--- src/rtl/core/cle_pkg.sv ---
// Package for the console line editor: widths, character constants,
// result kinds, sequencer states and the structs between top and judge unit.
// No dependencies.
package cle_pkg;

   localparam int MAX_LINE = 40;
   localparam int CHAR_W   = 8;
   localparam int LEN_W    = $clog2(MAX_LINE + 1);
   localparam int ADDR_W   = $clog2(MAX_LINE);

   localparam logic [CHAR_W-1:0] ERASE_RESET = 8'd8;
   localparam logic [CHAR_W-1:0] ENTER_RESET = 8'd13;
   localparam logic [CHAR_W-1:0] CHAR_ZERO   = 8'h30;
   localparam logic [CHAR_W-1:0] CHAR_NINE   = 8'h39;
   localparam logic [CHAR_W-1:0] CHAR_C      = 8'h63;
   localparam logic [CHAR_W-1:0] CHAR_L      = 8'h6c;
   localparam logic [CHAR_W-1:0] CHAR_S      = 8'h73;

   localparam logic [LEN_W-1:0] CLS_LEN  = LEN_W'(3);
   localparam logic [LEN_W-1:0] LINE_MAX = LEN_W'(MAX_LINE);

   // configuration register indexes
   localparam logic CSR_ERASE_CODE = 1'b0;
   localparam logic CSR_ENTER_CODE = 1'b1;

   typedef enum logic [1:0] {
      KIND_ECHO  = 2'd0,
      KIND_OK    = 2'd1,
      KIND_ERROR = 2'd2,
      KIND_CLEAR = 2'd3
   } cle_kind_type;

   typedef enum logic {
      TOP_IDLE,
      TOP_JUDGE
   } cle_top_state_type;

   typedef enum logic {
      JDG_IDLE,
      JDG_SCAN
   } cle_jdg_state_type;

   typedef struct packed {
      logic              wr_en;
      logic [ADDR_W-1:0] wr_addr;
      logic [CHAR_W-1:0] wr_data;
      logic              start;
      logic [LEN_W-1:0]  length;
   } cle_judge_req_type;

   typedef struct packed {
      logic         done;
      cle_kind_type kind;
   } cle_judge_rsp_type;

   // expected character of "cls" at a given position
   function automatic logic [CHAR_W-1:0] cls_char(input logic [1:0] pos);
      logic [CHAR_W-1:0] ch;
      case (pos)
         2'd0:    ch = CHAR_C;
         2'd1:    ch = CHAR_L;
         default: ch = CHAR_S;
      endcase
      return ch;
   endfunction

endpackage

--- src/rtl/core/cle_judge.sv ---
// Line store and verdict scanner: holds the line characters in a memory and
// walks them one per cycle through a single compare stage. Uses cle_pkg.
module cle_judge
   import cle_pkg::*;
(
   input  logic              clock,
   input  logic              reset,
   input  cle_judge_req_type ctl,
   output cle_judge_rsp_type stat
);

   logic [CHAR_W-1:0] mem [MAX_LINE];
   logic [CHAR_W-1:0] rd_data_ff;

   cle_jdg_state_type state_ff, state_in;
   logic [LEN_W-1:0]  len_ff, len_in;
   logic [LEN_W-1:0]  idx_ff, idx_in;
   logic [LEN_W-1:0]  pos_ff, pos_in;
   logic              pend_ff, pend_in;
   logic              bad_ff, bad_in;
   logic              cls_ff, cls_in;
   logic              rd_en;
   logic              is_digit;
   logic              cls_hit;

   // shared compare stage on the byte just read
   always_comb begin
      is_digit = rd_data_ff inside {[CHAR_ZERO:CHAR_NINE]};
      cls_hit  = (pos_ff >= CLS_LEN) || (rd_data_ff == cls_char(pos_ff[1:0]));
   end

   always_comb begin
      state_in  = state_ff;
      len_in    = len_ff;
      idx_in    = idx_ff;
      pos_in    = pos_ff;
      pend_in   = pend_ff;
      bad_in    = bad_ff;
      cls_in    = cls_ff;
      rd_en     = 1'b0;
      stat.done = 1'b0;
      stat.kind = KIND_OK;
      case (state_ff)
         JDG_IDLE: begin
            if (ctl.start) begin
               len_in   = ctl.length;
               idx_in   = '0;
               pend_in  = 1'b0;
               bad_in   = 1'b0;
               cls_in   = 1'b1;
               state_in = JDG_SCAN;
            end
         end
         JDG_SCAN: begin
            rd_en   = (idx_ff != len_ff);
            pend_in = rd_en;
            pos_in  = idx_ff;
            if (rd_en) begin
               idx_in = idx_ff + LEN_W'(1);
            end
            if (pend_ff) begin
               bad_in = bad_ff | ~is_digit;
               cls_in = cls_ff & cls_hit;
            end
            if (!rd_en && !pend_ff) begin
               stat.done = 1'b1;
               if (len_ff == CLS_LEN && cls_ff) begin
                  stat.kind = KIND_CLEAR;
               end else if (bad_ff) begin
                  stat.kind = KIND_ERROR;
               end else begin
                  stat.kind = KIND_OK;
               end
               state_in = JDG_IDLE;
            end
         end
         default: state_in = JDG_IDLE;
      endcase
   end

   always_ff @(posedge clock) begin
      if (reset) begin
         state_ff <= JDG_IDLE;
         pend_ff  <= 1'b0;
      end else begin
         state_ff <= state_in;
         pend_ff  <= pend_in;
      end
      len_ff <= len_in;
      idx_ff <= idx_in;
      pos_ff <= pos_in;
      bad_ff <= bad_in;
      cls_ff <= cls_in;
   end

   always_ff @(posedge clock) begin
      if (ctl.wr_en) begin
         mem[ctl.wr_addr] <= ctl.wr_data;
      end
      if (rd_en) begin
         rd_data_ff <= mem[idx_ff[ADDR_W-1:0]];
      end
   end

endmodule

--- config.mk ---
export PLATFORM = sky130hd
export DESIGN_NAME = cle_judge
export DESIGN_NICKNAME = d
export VERILOG_FILES = /design/src/rtl/core/cle_pkg.sv /design/src/rtl/core/cle_judge.sv
export SDC_FILE = /design/constraint.sdc
export NUM_CORES = 1
export LEC_CHECK = 0
export BUFFER_PORTS_ARGS = -buffer_cell sky130_fd_sc_hd__buf_2
export CORE_ASPECT_RATIO = 1.75
export CORE_UTILIZATION = 30
export CTS_CLUSTER_SIZE = 30
export DETAILED_ROUTE_END_ITERATION = 7
export PLACE_DENSITY = 0.45
export SETUP_SLACK_MARGIN = 0.1
export SLEW_MARGIN = 10
export SYNTH_ARGS = -nofsm -noshare
export SYNTH_HDL_FRONTEND = slang
export SYNTH_SLANG_ARGS = --single-unit
export TNS_END_PERCENT = 100
--- constraint.sdc ---
create_clock -name clock -period 3.2 [get_ports clock]
set_clock_uncertainty 0.2 [all_clocks]
set_input_delay 0.32 -clock clock [delete_from_list [all_inputs] [get_ports clock]]
set_output_delay 0.32 -clock clock [all_outputs]
set_load 0.05 [all_outputs]
### After elaboration in Yosys (flattened, before gate mapping)

Memory sizes are Yosys's and may differ from the RTL's. A register that Yosys moved wholly into a read port is not among the register bits.
Index checks and enable logic that the tools add are counted.

| operators by class | value |
|---|---|
| equal/unequal tests | 7 |
| reduce and logical (&&, ||, !) cells | 10 |
| magnitude comparators | 3 |
| bitwise logic cells | 4 |
| mux-type cells | 21 |
| add/sub/neg operators | 1 |

Operators by type and width:

| cell | number |
|---|---|
| $mux W6 | 2 |
| $pmux W6 S2 | 1 |
| $pmux W5 S2 | 1 |
| $mux W1 | 9 |
| $eq A8 B8 Y1 | 1 |
| $ge A8 B6 Y1 const B | 1 |
| $le A8 B6 Y1 const B | 1 |
| $pmux W1 S2 | 4 |
| $add A6 B1 Y6 const B | 1 |
| $eq A6 B2 Y1 const B | 1 |
| $ge A6 B2 Y1 const B | 1 |
| $mux W3 | 2 |
| $ne A6 B6 Y1 | 1 |
| $reduce_and A2 Y1 | 3 |
| $mux W2 | 2 |
| $ne A2 B1 Y1 const B | 2 |
| $logic_and A1 B1 Y1 | 3 |
| $eq A2 B1 Y1 const B | 1 |
| $logic_not A1 Y1 | 2 |
| $logic_not A2 Y1 | 1 |
| $ne A2 B2 Y1 const B | 1 |
| $not A1 Y1 | 2 |
| $and A1 B1 Y1 | 1 |
| $logic_or A1 B1 Y1 | 1 |
| $or A1 B1 Y1 | 1 |

| word-level totals | value |
|---|---|
| word-level logic and storage cells | 54 |
| RAM bits | 320 |
| output and inout bits | 3 |
| bits in registers | 22 |
| memories kept | 1 |

Memories:

| name | depth | bits a word | rd ports | clocked after Yosys merged registers in | write ports | line | text |
|---|---|---|---|---|---|---|---|
| mem | 40 | 8 | 1 | 1 | 1 | cle_judge.sv:12 | `logic [CHAR_W-1:0] mem [MAX_LINE];` |

### Longest topological paths before layout

Gate-level depths: netlist (run 1).

| logic depth | value |
|---|---|
| word-level depth | 7 |
| gate-level depth with buffers | 8 |
| mapped depth without buffers | 4 |

### Least setup slack after synthesis (run 1)

No wires, ideal clock.

| timing path | value |
|---|---|
| path kind | register to output |
| start point | register idx_ff[0] |
| end point | output stat[0] in the netlist's numbering |
| data required time | 2.680 ns |
| data arrival time | 2.849 ns |
| path slack | -0.169 ns |
| stages on the path, launching flop included | 8 |
| cell sequence | edfxtp_1 > buf_6 > buf_12 > buf_8 > xnor2_1 > nand4_1 > nor4_2 > nand3b_1 |

RTL lines:

| item | line | text |
|---|---|---|
| from (decl) | cle_judge.sv:17 | `logic [LEN_W-1:0] idx_ff, idx_in;` |
| from (signal assigned) | cle_judge.sv:90 | `idx_ff <= idx_in;` |
| to (decl) | cle_judge.sv:9 | `output cle_judge_rsp_type stat` |

==> summary.txt, run 1 <==
Clock network
  – Setup Fix Bufs, Post-CTS: 0
  – Clock Sinks: 350
  – # hold bufs at CTS: 9
  – Clk buf depth: 3
  – Clk slew on worst S/H paths: 0.07 ns
  – H-tree depth: 2
  – Post-cts sizing count: 0
  – Num CTS Buffers: 34
  – Clock latency on the worst-skew pair: 0.53 ns
  – CTS root buffer: clkbuf_16
  – CTS tree: yes

Route
  – Via Count: 6931
  – Drt drc: 8
  – Antenna-violating nets left: 0
  – Routed WL per cell: 25.0 um
  – Post-DR vias/cell: 4.91
  – First-pass iteration count of the detailed router: 7
  – DRT iter0 DRCs: 427
  – Routed WL: 35300 um

Timing
  – Max-slew violations: 0
  – Highest clock rate: 347 MHz
  – Max transition margin: 37.9%
  – Setup TNS: 0 ns
  – Final period utilization: 90.2%
  – Worst Max-Slew Pin Slew: 0.932 ns
  – Hold Fails Final Rpt: 0
  – Final Critical Period: 2.88 ns
  – RSZ-0062 raised after global routing: no
  – Setup violations, final: 0
  – Final setup margin: 0.315 ns

Critical path
  – Crit path DAT: 2.36 ns
  – Worst path max stage delay: 0.56 ns
  – Element type at the critical path start: flop
  – Critical path peak fanout: 13
  – Slowest cell on crit path: edfxtp_1
  – R2r worst-path depth: 7
  – Critical-path cell list: buf_4 -> xnor2_1 -> nand2_1 -> nor4_4 -> o21a_1 -> buf_2
  – Worst setup EP type: output port
  – Req. time, crit path: 2.68 ns
  – Worst setup path category: reg2out

Global routing
  – First-pass GRT wire length: 51100 um
  – Largest net degree at the start of global routing: 41
  – Antenna violations before repair: 0
  – Total gr overflow: 0
  – Total GRT Usage: 15.3%
  – Vias in the first global route: 7332

Synth
  – Post-Syn Nets: 737
  – Post-Syn Area: 0.0140 mm2
  – Ys Warns: 0
  – Syn avg cell area: 19.6 um2
  – EDFF count, synth: 348
  – Asr flop ratio synth: 0%
  – Predominant post-synthesis flop cell: edfxtp_1
  – Yosys cell types: 49
  – #FFs+latches synth: 350
  – Sequential fraction of the synthesis area: 75.0%
  – Gate Count Post-Synth: 712

Outcome
  – Run status: finished with violations
  – Failing checks: design-rule violations

Final layout
  – Area occupied by multi-input gates: 0.00324 mm2
  – Filler cell count in the final layout: 4402
  – Commonest cells after routing, fill and taps aside: 348 x edfxtp_1, 50 x nor2_1, 48 x buf_4, 45 x mux4_2, 37 x clkbuf_16
  – Area grow syn2layout: 16.0%
  – Final net count: 829
  – Share of cells above drive strength 1: 22.8%
  – Leading cell type in the layout, fill and taps excluded: edfxtp_1
  – # diodes: 0
  – Sequential cell area: 0.0105 mm2

Pwr
  – Cell Pwr Density: 620 mW/mm2
  – Worst VDD drop: 0.332 mV
  – Static leakage: 5.19 nW

Die
  – Initial Util: 30.4%
  – Die width: 165 um
  – Rows: 104
  – Die Footprint: 0.0475 mm2
  – IO Pins: 27
  – Core Area: 0.0461 mm2
  – Die Y: 288 um

Place
  – Routability-driven placement congestion ratio: 0.780
  – Port bufs: 26
  – DP HPWL: 23600 um
  – Placement Setup Slack: 0.464 ns

Min path
  – Hold Crit Depth: 3
  – Worst Hold Class: in2reg

Job
  – Number of max-cap violations: 0
[logic make-up (layout without fill, tap and decap cells)]
logic type,count (synthesis),count (layout),share of synthesized area (%)
muxes,114,114,14.3
adders and majority gates,1,1,0.0894
and+or+nand+nor,153,153,5.39
xor gates and xnor gates,11,11,0.689
AOI/OAI and AO/OA,45,45,2.59
buffers and inverters,38,156,1.93
DFF,350,350,75.0
[synth_stat cells, types with 2 or more instances]
cell       count  area, um2
mux2_2        17        191
buf_6          4       45.0
nand4_1        2       12.5
dfxtp_1        2       40.0
nand3b_1       4       30.0
mux4_2        45       1010
edfxtp_1     348      10500
buf_4          3       22.5
nor2b_1        5       31.3
nor4_1         2       12.5
nand3_1        7       35.0
and2_1        15       93.8
nor4bb_1       3       30.0
buf_1          3       11.3
o22ai_1        8       50.1
a21oi_1        3       15.0
and3_1         7       43.8
xnor2_1        9       78.8
buf_12         4       80.1
mux4_1        17        447
nand2_1       30        113
xor2_1         2       17.5
nor2_1        50        188
o221ai_1      15        131
nand2b_1       4       25.0
inv_1          6       22.5
a2111oi_1      6       60.1
mux2i_1       35        350
o21ai_0        5       25.0
buf_2          8       40.0
nor3_1        18       90.1
clkbuf_1       8       30.0
[power breakdown]
group / leakage (nW) / internal [mW] / total, mW / switching (mW)
Sequential: 3.17 / 5.12 / 5.17 / 0.0435
Combinational: 1.50 / 0.372 / 0.907 / 0.534
Clock: 0.529 / 2.28 / 3.98 / 1.71
[flip-flops by register name, summed over array words and instances (netlist names)]
| name | flops |
|---|---|
| len_ff | 6 |
| idx_ff | 6 |
| rd_data_ff | 8 |
| cls_ff | 1 |
| pend_ff | 1 |
| state_ff | 1 |
| pos_ff | 6 |
| bad_ff | 1 |
| mem | 320 |
[critical path: cells and delay by family, from the launching register on]
kind / cells / cell delay, ns
DFF: 1 / 0.56
buffers and inverters: 2 / 0.56
and+or+nand+nor: 2 / 0.40
AOI/OAI and AO/OA: 1 / 0.16
xor gates and xnor gates: 1 / 0.14
[worst paths after layout]
kind                   end      start  slack (ns)
max                stat[1]  idx_ff[2]        0.32
min reg2reg         cls_ff     cls_ff        0.44
max reg2reg  rd_data_ff[6]  idx_ff[0]        0.47
min             mem[16][2]    ctl[15]        0.24
[routing by layer]
metal	GRT usage (%)	vias to the layer above	part of all wire [%]
met3	1.80	51	2.8
met4	5.32	0	2.7
met5	0	-	0
li1	-	3092	-
met1	17.8	3644	39
met2	28.6	144	55
[cell type report]
cell class                 count  area share, %
timing repair buffer          87           4.07
clock inverter                15          0.763
multi-input combinational    324           19.9
sequential                   350           64.6
inverter                       7          0.162
tap                          583           4.49
clock buffer                  47           5.94
[per-stage QoR]
step	total power, mW	instance area (um2)	hold slack, ns	cells	utilization [%]
floorplan	5.82	14000	0.189	712	-
global placement	6.19	15100	0.294	1342	32.7
detailed placement	6.19	15100	0.298	1342	32.7
CTS	10.2	16200	0.215	1413	35.2
global route	10.4	16200	0.247	1413	35.2
finish	10.1	16200	0.236	1413	35.2
No activity file was read; power rests on OpenSTA's default activity.
==> run 2, diff against run 1 <==
--- a/config.mk
+++ b/config.mk
@@ -10,7 +10,7 @@
 export CORE_UTILIZATION = 30
 export CTS_CLUSTER_SIZE = 30
 export DETAILED_ROUTE_END_ITERATION = 7
-export PLACE_DENSITY = 0.45
+export PLACE_DENSITY = 0.51
 export SETUP_SLACK_MARGIN = 0.1
 export SLEW_MARGIN = 10
 export SYNTH_ARGS = -nofsm -noshare
==> run 2 against run 1 <==
The run still ends with design-rule violations left. Clock-buffer cell count down 6. Worst hold slack got worse by 0.071 ns. Combinational power fell by 3.7%. Maximum frequency about the same. Die area is the same. Sequential power about the same. Sequential share of layout area increased by 0.76 points. Final cell count down 1.3%. Power is 3.0% lower. First-iteration DRC count is 15% lower. Critical endpoint unchanged.
==> summary.txt, run 2 (same netlist as run 1, synthesis figures left out) <==
Final layout
  – Share of cells above drive strength 1: 21.3% (was 22.8%)
  – Largest regs: mem (320), rd_data_ff (8) (unchanged)
  – Area grow syn2layout: 14.7% (was 16.0%)
  – Layout Cells excl Fill: 1394 (was 1413)
  – Biggest register: mem (unchanged)
  – # diodes: 0 (unchanged)
  – Number of flip-flops in the largest register: 320 (unchanged)
  – Leading cell type in the layout, fill and taps excluded: edfxtp_1 (unchanged)
  – Final net count: 815 (was 829)
  – Commonest cells after routing, fill and taps aside: 348 x edfxtp_1, 50 x nor2_1, 45 x mux4_2, 37 x buf_4, 35 x mux2i_1 (was 348 x edfxtp_1, 50 x nor2_1, 48 x buf_4, 45 x mux4_2, 37 x clkbuf_16)

Min path
  – Min-Delay Startpoint: ctl[13] (was ctl[15])
  – Worst Hold Class: in2reg (unchanged)
  – Hold Crit Depth: 1 (was 3)
  – Hold Crit Endpoint: mem[23][6] (was mem[16][2])

Clock network
  – Clk buf depth: 3 (unchanged)
  – Clk slew on worst S/H paths: 0.07 ns (about the same)
  – CTS tree: yes (unchanged)
  – CTS root buffer: clkbuf_16 (unchanged)
  – Post-cts sizing count: 0 (unchanged)
  – Setup Fix Bufs, Post-CTS: 0 (unchanged)
  – Num CTS Buffers: 31 (was 34)
  – Clock latency on the worst-skew pair: 0.57 ns (was 0.53 ns)
  – # hold bufs at CTS: 9 (unchanged)
  – H-tree depth: 1 (was 2)
  – Clock Sinks: 350 (unchanged)

Timing
  – Worst Max-Slew Pin Slew: 0.888 ns (was 0.932 ns)
  – Setup violations, final: 0 (unchanged)
  – Highest clock rate: 346 MHz (was 347 MHz)
  – Max-slew violations: 0 (unchanged)
  – Final Critical Period: 2.89 ns (was 2.88 ns)
  – RSZ-0062 raised after global routing: no (unchanged)
  – Final period utilization: 90.2% (about the same)
  – Hold Fails Final Rpt: 0 (unchanged)
  – Setup TNS: 0 ns (unchanged)
  – Max transition margin: 40.6% (was 37.9%)

Die
  – Core Area: 0.0461 mm2 (unchanged)
  – Rows: 104 (unchanged)
  – Die width: 165 um (unchanged)
  – IO Pins: 27 (unchanged)
  – Initial Util: 30.4% (unchanged)
  – Die Y: 288 um (unchanged)
  – Die Footprint: 0.0475 mm2 (unchanged)

Critical path
  – Worst setup EP type: output port (unchanged)
  – R2R Setup Slk: 0.58 ns (was 0.47 ns)
  – Worst path max stage delay: 0.41 ns (was 0.56 ns)
  – Worst reg2reg path startpoint: idx_ff[0] (unchanged)
  – Critical path peak fanout: 31 (was 13)
  – Critical-path cell list: buf_4 -> xnor2_1 -> nand2_1 -> nor4_4 -> o21a_1 -> buf_2 (unchanged)
  – Worst setup path category: reg2out (unchanged)
  – Worst r2r dst: rd_data_ff[6] (unchanged)
  – Slowest cell on crit path: buf_4 (was edfxtp_1)
  – R2r worst-path depth: 6 (was 7)
  – Crit path DAT: 2.37 ns (was 2.36 ns)
  – Req. time, crit path: 2.68 ns (about the same)
  – Element type at the critical path start: flop (unchanged)

Route
  – Antenna-violating nets left: 0 (unchanged)
  – Routed WL per cell: 23.5 um (was 25.0 um)
  – Drt drc: 6 (was 8)
  – First-pass iteration count of the detailed router: 7 (unchanged)
  – Post-DR vias/cell: 4.88 (was 4.91)
  – Via Count: 6808 (was 6931)
  – DRT iter0 DRCs: 365 (was 427)
  – Routed WL: 32800 um (was 35300 um)

Pwr
  – Cell Pwr Density: 608 mW/mm2 (was 620 mW/mm2)
  – Worst VDD drop: 0.350 mV (was 0.332 mV)
  – Static leakage: 5.08 nW (was 5.19 nW)

Global routing
  – Antenna violations before repair: 1 (was 0)
  – Vias in the first global route: 7185 (was 7332)
  – Total GRT Usage: 14.2% (was 15.3%)
  – Total gr overflow: 0 (unchanged)
  – Largest net degree at the start of global routing: 46 (was 41)
  – First-pass GRT wire length: 48500 um (was 51100 um)

Place
  – DP HPWL: 22300 um (was 23600 um)
  – Port bufs: 26 (unchanged)
  – Placed cell count: 1331 (was 1342)
  – Routability-driven placement congestion ratio: 0.813 (was 0.780)

Outcome
  – Run status: finished with violations (unchanged)
  – Failing checks: design-rule violations (unchanged)

Job
  – Number of max-cap violations: 0 (unchanged)
==> run 2: cell count changes in the layout (fill, tap and decap cells not counted) <==
cell       before  now
clkinv_2        5    4
clkinv_4        1    0
clkbuf_16      37   31
inv_6           0    1
clkinv_1        7    4
buf_4          48   37
bufinv_16       2    4
==> run 2: power breakdown <==
group	internal, mW	switching [mW]	leakage (nW)	total, mW
clock network	2.10	1.61	0.475	3.71
registers	5.12	0.0463	3.17	5.17
logic	0.364	0.508	1.44	0.873
total	7.59	2.16	5.08	9.75
==> run 2: routing by layer <==
metal	up-vias	wire (um)	track usage [%]	part of all wire, %
met2	110	18600	27.5	57
met1	3579	12200	15.8	37
met5	-	0	0	0
met4	0	957	4.75	2.9
li1	3069	-	-	-
met3	50	950	1.33	2.9
==> run 2: layout make-up <==
type / count / area [um2]
clock buffer: 41 / 813
fill: 4376 / 30000
clock inverter: 13 / 168
inverter: 7 / 26.3
tap: 583 / 729
timing repair buffer: 76 / 578
multi-input combinational: 324 / 3240
sequential: 350 / 10500
==> run 2: per-stage QoR <==
stage / utilization [%] / area (um2) / total power, mW / hold WS (ns) / worst slack (ns)
detailed placement: 32.5 / 15000 / 6.15 / 0.297 / 0.580
CTS: 34.8 / 16000 / 9.86 / 0.139 / 0.253
floorplan: - / 14000 / 5.82 / 0.189 / 0.274
finish: 34.8 / 16000 / 9.75 / 0.165 / 0.313
global placement: 32.5 / 15000 / 6.15 / 0.297 / 0.579
global route: 34.8 / 16000 / 10.1 / 0.186 / 0.179
==> run 2: worst max-delay path: cells and delay by family (launching register included) <==
kind | cells | cell delay (ns)
AOI/OAI and AO/OA | 1 | 0.16
xor gates and xnor gates | 1 | 0.17
buffers and inverters | 2 | 0.66
DFF | 1 | 0.39
and+or+nand+nor | 2 | 0.41
==> run 2: worst max-delay path by stage <==
stage / from / end / slack [ns]
final: idx_ff[1] / stat[1] / 0.31
after global routing: idx_ff[1] / stat[1] / 0.18
after CTS: idx_ff[1] / stat[1] / 0.25
after detailed placement: idx_ff[0] / rd_data_ff[6] / 0.58
after global placement: idx_ff[0] / rd_data_ff[6] / 0.58
after floorplan: idx_ff[0] / stat[0] / 0.27
